[config.mk]
export PLATFORM = sky130hd
export DESIGN_NAME = sdplr_outq
export DESIGN_NICKNAME = d
export VERILOG_FILES = /design/src/rtl/sdplr_pkg.sv /design/src/rtl/sdplr_outq.sv
export SDC_FILE = /design/constraint.sdc
export NUM_CORES = 1
export LEC_CHECK = 0
export BUFFER_PORTS_ARGS = -buffer_cell sky130_fd_sc_hd__clkbuf_2
export CORE_UTILIZATION = 47
export DETAILED_ROUTE_END_ITERATION = 8
export HOLD_SLACK_MARGIN = 0.05
export PLACE_DENSITY = 0.8
export SLEW_MARGIN = 20
export SYNTH_ARGS = -nofsm -noshare
export SYNTH_HDL_FRONTEND = slang
export SYNTH_SLANG_ARGS = --single-unit
[constraint.sdc]
create_clock -name clk -period 5.49 [get_ports clk]
set_clock_uncertainty 0.05 [all_clocks]
set_input_delay 0.2745 -clock clk [delete_from_list [all_inputs] [get_ports clk]]
set_output_delay 0.2745 -clock clk [all_outputs]
set_load 0.1 [all_outputs]
[src/rtl/sdplr_pkg.sv]
// ----------------------------------------------------------------------------
// sdplr_pkg
// Shared types and constants of the session description line recogniser:
// transfer payloads, result kinds, line status codes and sizing constants.
// ----------------------------------------------------------------------------
`default_nettype none

package sdplr_pkg;

	// Token counts required on o= and c= lines
	localparam logic [2:0] ORIGIN_FIELDS     = 3'd6;
	localparam logic [2:0] CONNECTION_FIELDS = 3'd3;

	// Width of the saturating line counter
	localparam int LINE_COUNT_BITS = 16;

	// Most results one input byte can produce
	localparam int MAX_RES = 4;
	localparam int RES_CNT_W = $clog2(MAX_RES + 1);

	// Result kinds
	localparam logic [1:0] RK_VALUE    = 2'd0;
	localparam logic [1:0] RK_LINE_END = 2'd1;
	localparam logic [1:0] RK_END      = 2'd2;

	// Line status codes
	localparam logic [2:0] LS_OK          = 3'd0;
	localparam logic [2:0] LS_MALFORMED   = 3'd1;
	localparam logic [2:0] LS_UNSUPPORTED = 3'd2;
	localparam logic [2:0] LS_TOKEN_COUNT = 3'd3;
	localparam logic [2:0] LS_EMPTY_NAME  = 3'd4;
	localparam logic [2:0] LS_END         = 3'd5;

	// Input transfer payload
	typedef struct packed {
		logic [7:0] data_byte;
		logic       end_of_data;
	} sdplr_in_t;

	// Output transfer payload
	typedef struct packed {
		logic [1:0]  result_kind;
		logic [7:0]  line_type;
		logic [7:0]  value_byte;
		logic [2:0]  field_index;
		logic        is_separator;
		logic [15:0] line_number;
		logic [2:0]  line_status;
		logic        last_of_run;
	} sdplr_res_t;

	// All results caused by one input byte, item 0 first
	typedef struct packed {
		logic [RES_CNT_W-1:0]            cnt;
		sdplr_res_t [MAX_RES-1:0]        item;
	} sdplr_bundle_t;

endpackage

`default_nettype wire

[src/rtl/sdplr_outq.sv]
// ----------------------------------------------------------------------------
// sdplr_outq
// Holds the result bundle of one byte and hands its results to the output
// register one per cycle while the output register is not stalled.
// ----------------------------------------------------------------------------
`default_nettype none

module sdplr_outq
	import sdplr_pkg::*;
(
	input  wire logic          clk,
	input  wire logic          arst_n,
	input  wire logic          load,
	input  wire sdplr_bundle_t bundle,
	output logic               free,
	output logic               result_valid,
	input  wire logic          result_stall,
	output sdplr_res_t         result_data
);

	logic [RES_CNT_W-1:0]     cnt_q;
	sdplr_res_t [MAX_RES-1:0] item_q;
	logic                     pop;

	// Move the head result out when the output register is empty or draining
	assign pop  = (cnt_q != '0) && (!result_valid || !result_stall);
	assign free = (cnt_q == '0) || ((cnt_q == RES_CNT_W'(1)) && pop);

	// Bundle holding register, shifts down as results leave
	always_ff @(posedge clk or negedge arst_n) begin
		if (!arst_n) begin
			cnt_q <= '0;
		end else if (load) begin
			cnt_q <= bundle.cnt;
		end else if (pop) begin
			cnt_q <= cnt_q - RES_CNT_W'(1);
		end
	end

	always_ff @(posedge clk) begin
		if (load) begin
			item_q <= bundle.item;
		end else if (pop) begin
			for (int i = 0; i < MAX_RES - 1; i++) begin
				item_q[i] <= item_q[i + 1];
			end
		end
	end

	// Output register
	always_ff @(posedge clk or negedge arst_n) begin
		if (!arst_n) begin
			result_valid <= 1'b0;
		end else if (pop) begin
			result_valid <= 1'b1;
		end else if (!result_stall) begin
			result_valid <= 1'b0;
		end
	end

	always_ff @(posedge clk) begin
		if (pop) begin
			result_data <= item_q[0];
		end
	end

endmodule

`default_nettype wire

Word level (Yosys, flattened, before mapping)

Cells that the tools add are included.

Register bits: 214
Bits of input ports: 175
Word-level logic and storage cells: 60

$add $sub $neg: 1
Mux-type cells: 6
Reductions and logical operators: 9
Eq/ne operators: 2

Operators by type and width:

| operator              | number |
|---|---|
| $mux W126             | 2 |
| $mux W3               | 2 |
| $eq A3 B1 Y1 const B  | 1 |
| $logic_not A3 Y1      | 1 |
| $reduce_bool A3 Y1    | 1 |
| $sub A3 B1 Y3 const B | 1 |
| $logic_and A1 B1 Y1   | 2 |
| $logic_not A1 Y1      | 2 |
| $logic_or A1 B1 Y1    | 2 |
| $mux W1               | 2 |
| $ne A2 B1 Y1 const B  | 1 |
| $reduce_bool A2 Y1    | 1 |

Logic depth before layout (Yosys ltp)

Depth in word-level cells: 5
Mapped depth: 6

Least setup slack after synthesis

No wires, ideal clock.

Kind: flip-flop to flip-flop
Start: register result_valid
End: register item_q[0] (netlist bit) (enable)
Clock period less this slack: 5359 ps
Setup time: 432 ps
Path slack: 131 ps
Cell stages (with the launch flop): 3
Required time: 5008 ps
Arrival: 4877 ps
Cells stage by stage: dfrtp_1 a21oi_1 or2_2

Word-level cells in the longest chain between the ends: 4

RTL lines:

| item                          | RTL line         | RTL |
|---|---|---|
| start, declared               | sdplr_outq.sv:16 | `output logic result_valid,` |
| start signal, assigned        | sdplr_outq.sv:53 | `result_valid <= 1'b0;` |
| start signal, assigned        | sdplr_outq.sv:55 | `result_valid <= 1'b1;` |
| start signal, assigned        | sdplr_outq.sv:57 | `result_valid <= 1'b0;` |
| $logic_not A1 Y1              | sdplr_outq.sv:26 | `assign pop = (cnt_q != '0) && (!result_valid \|\| !result_stall);` |
| $logic_or A1 B1 Y1            | sdplr_outq.sv:26 |  |
| $logic_and A1 B1 Y1           | sdplr_outq.sv:26 |  |
| via pop                       | sdplr_outq.sv:23 | `logic pop;` |
| $reduce_bool A2 Y1 (no line)  | --               |  |
| end signal, assigned          | sdplr_outq.sv:42 | `item_q <= bundle.item;` |
| end signal, assigned by index | sdplr_outq.sv:45 | `item_q[i] <= item_q[i + 1];` |
| end, declared                 | sdplr_outq.sv:22 | `sdplr_res_t [MAX_RES-1:0] item_q;` |

The timed path passes the listed nets, and every way through them passes these cells.
A chain may end at the register's enable or synchronous reset.

Worst setup path after layout

Start: register cnt_q[0]
End: register item_q[25] (netlist bit) (enable)

Word-level cells in the longest chain between the ends: 3

RTL lines:

| item                         | RTL line         | RTL |
|---|---|---|
| start, declared              | sdplr_outq.sv:21 | `logic [RES_CNT_W-1:0] cnt_q;` |
| start signal, assigned       | sdplr_outq.sv:34 | `cnt_q <= bundle.cnt;` |
| start signal, assigned       | sdplr_outq.sv:36 | `cnt_q <= cnt_q - RES_CNT_W'(1);` |
| $reduce_bool A3 Y1           | sdplr_outq.sv:26 |  |
| $logic_and A1 B1 Y1          | sdplr_outq.sv:26 |  |
| via pop                      | sdplr_outq.sv:23 |  |
| $reduce_bool A2 Y1 (no line) | --               |  |

The timed path passes the listed nets, and every way through them passes these cells.

==> metrics.cfg <==
[run_status]
status = finished clean

[setup_path]
r2r-start = cnt_q[0]
cp-startpoint = cnt_q[0]
critical_path.endpoint_type = register
cp_max_fo = 55
critPathLaunchType = register
reg2reg_to = item_q[25]
rrSetupSlack_ns = 2.95
reg2regPathDepth = 7
critPathKind = register to register
crit_required_ns = 5.61
worst_ep_arrival_time_ns = 2.66

[placed_design]
dp_hpwl_mm = 9.81
io_buffers = 218
place_congestion = 0.729

[logic_synthesis]
synthTopCellsByCount = 210 x edfxtp_1, 82 x mux2_2, 44 x mux2_4
netlist_top_cells_area = edfxtp_1 76%, mux2_2 11%, mux2_4 8.0%
synth_edf_count = 210
ys.flop_type = edfxtp_1
post-synth-top-count-cell = edfxtp_1
ys_warn_count = 0
synth_area_mm2 = 0.00827
yosysSeqAreaShare_pct = 77.5
syn_inst = 380
synth_seq_cells = 214
yosys.area.top_type_share_pct = 76.3
synth_fp_nets = 558
yosys.area.top_type = edfxtp_1
synthArstFlopShare_pct = 1.87
synth_area_per_cell_um2 = 21.8
synth.distinct_cells = 21

[sta]
hold_viol = 0
max_freq_mhz = 393
final.period_utilization_pct = 46.3
worst_slew_pin_slew_ns = 1.05
setup_viol = 0
fin_crit_ns = 2.54
rsz0062_at_grt = no
slew_headroom_pct = 30.3
drv_slew = 0
finalSetupTns_ns = 0
whs_ns = 0.0647

[finish]
area_growth_pct = 44.4
layout-drive-gt1-share_pct = 49.0
antenna_cells = 0
nets = 948

[pwr]
power_density_mw_per_mm2 = 381
ir_worst_vdd_mv = 0.280
p_leak_nw = 4.86

[grt]
grt_max_degree = 100
track_usage_pct = 18.7
grt_pass1_wl_mm = 25.7
grt-ovfl-total = 0
grt_pass1_vias = 5135
antenna_found_initial = 0

[floorplanning]
pin_count = 219
die_w_um = 135
die_y_um = 135
coreArea_mm2 = 0.0172
die-area_mm2 = 0.0181
start_util_pct = 48.0
std_cell_rows = 48

[routing]
route.detailed.drc = 0
routed_wl_mm = 17.2
ant_nets = 0
routedWlPerCell_um = 17.0
dr.pass1.iters = 4
viasPerCell = 4.77
vias = 4819
drt_iter0_drc = 234

[clock_tree]
cts_made_buffers = 23
cts.root.buffer_cell = clkbuf_16
clock_latency_ns = 0.49
cts_tree = yes
cts_max_path_buffers = 3
htree_levels = 1
clk_pin_slew_ns = 0.06
post_cts_resized = 0
clock-sinks = 214
post_cts_buffers = 0
hold_buffers = 157

[hold_path]
whs_endpoint = item_q[71]
holdCritStartpoint = bundle[71]
hp-class = primary input to register
min_path_cells = 2

[job]
cap_violations = 0

## kinds of logic after synthesis
group | synth area share (%)
compound gates | 0.590
fa+ha+maj | 0.454
buf+inv | 1.53
flops | 77.5
mux | 19.3
simple gates | 0.651
## area by class of cell
type                       instances  area, µm²
sequential                       214       6410
fill                            1098       5300
timing repair buffer             380       2730
multi-input combinational        149       1750
clock buffer                      24        579
tap                              225        282
clock inverter                    17        185
inverter                           2       7.51
## report_power, final
group | internal (W) | switching, W
logic | 0.000275 | 0.000582
clock network | 0.000951 | 0.000601
registers | 0.00208 | 0.0000620
total | 0.00330 | 0.00125
## cells in the final DEF (no fill, tap or decap), types with 2 or more instances in the layout
cell	netlist	final
clkinv_1	0	6
dlygate4sd3_1	0	157
bufinv_16	0	4
ha_1	3	3
inv_1	2	2
edfxtp_1	210	210
dfrtp_1	4	4
buf_4	0	4
clkbuf_2	0	217
mux2_4	44	44
clkbuf_16	0	23
mux2_2	82	82
clkinv_2	0	4
nor2_1	4	4
clkinvlp_4	0	3
nand2_1	4	4
## routing by layer
metal  vias to the layer above  global-route usage (%)  part of all wire, %
li1                       2283                       -                    -
met1                      2321                    20.2                   37
met2                       179                    36.2                   55
met3                        36                    3.42                  5.4
met4                         0                    6.05                  2.7
met5                         -                       0                    0
## state kept, by name, indices dropped and copies added, names as in the netlist
register and flops:
item_q 168, result_data 42, cnt_q 3, result_valid 1
## worst max path at each step
stage / end / slack, ns / cells after the start
after floorplan: item_q[0] / 0.13 / 2
after global placement: item_q[119] / 2.72 / 3
after detailed placement: item_q[117] / 2.60 / 3
after CTS: item_q[32] / 2.68 / 6
after global routing: item_q[20] / 2.78 / 7
final: item_q[25] / 2.95 / 7
## metrics by stage
step                instance area [µm²]  worst slack [ns]  total power (W)  std cells  utilization (%)
floorplan                          8270             0.131          0.00275        380                -
global placement                   9570              2.72          0.00290        812             55.5
detailed placement                 9570              2.60          0.00293        812             55.5
CTS                               11900              2.68          0.00457       1010             69.1
global route                      11900              2.78          0.00470       1011             69.3
finish                            11900              2.95          0.00455       1011             69.3
## worst max-delay path: stages, from the launching register on
cell	delay [ns]
dfrtp_1	0.38
inv_1	0.10
ha_1	0.25
nor2b_1	0.19
a21oi_4	0.14
or2_4	0.38
buf_16	0.30
buf_4	0.35
(Power assumes the default switching activity.)
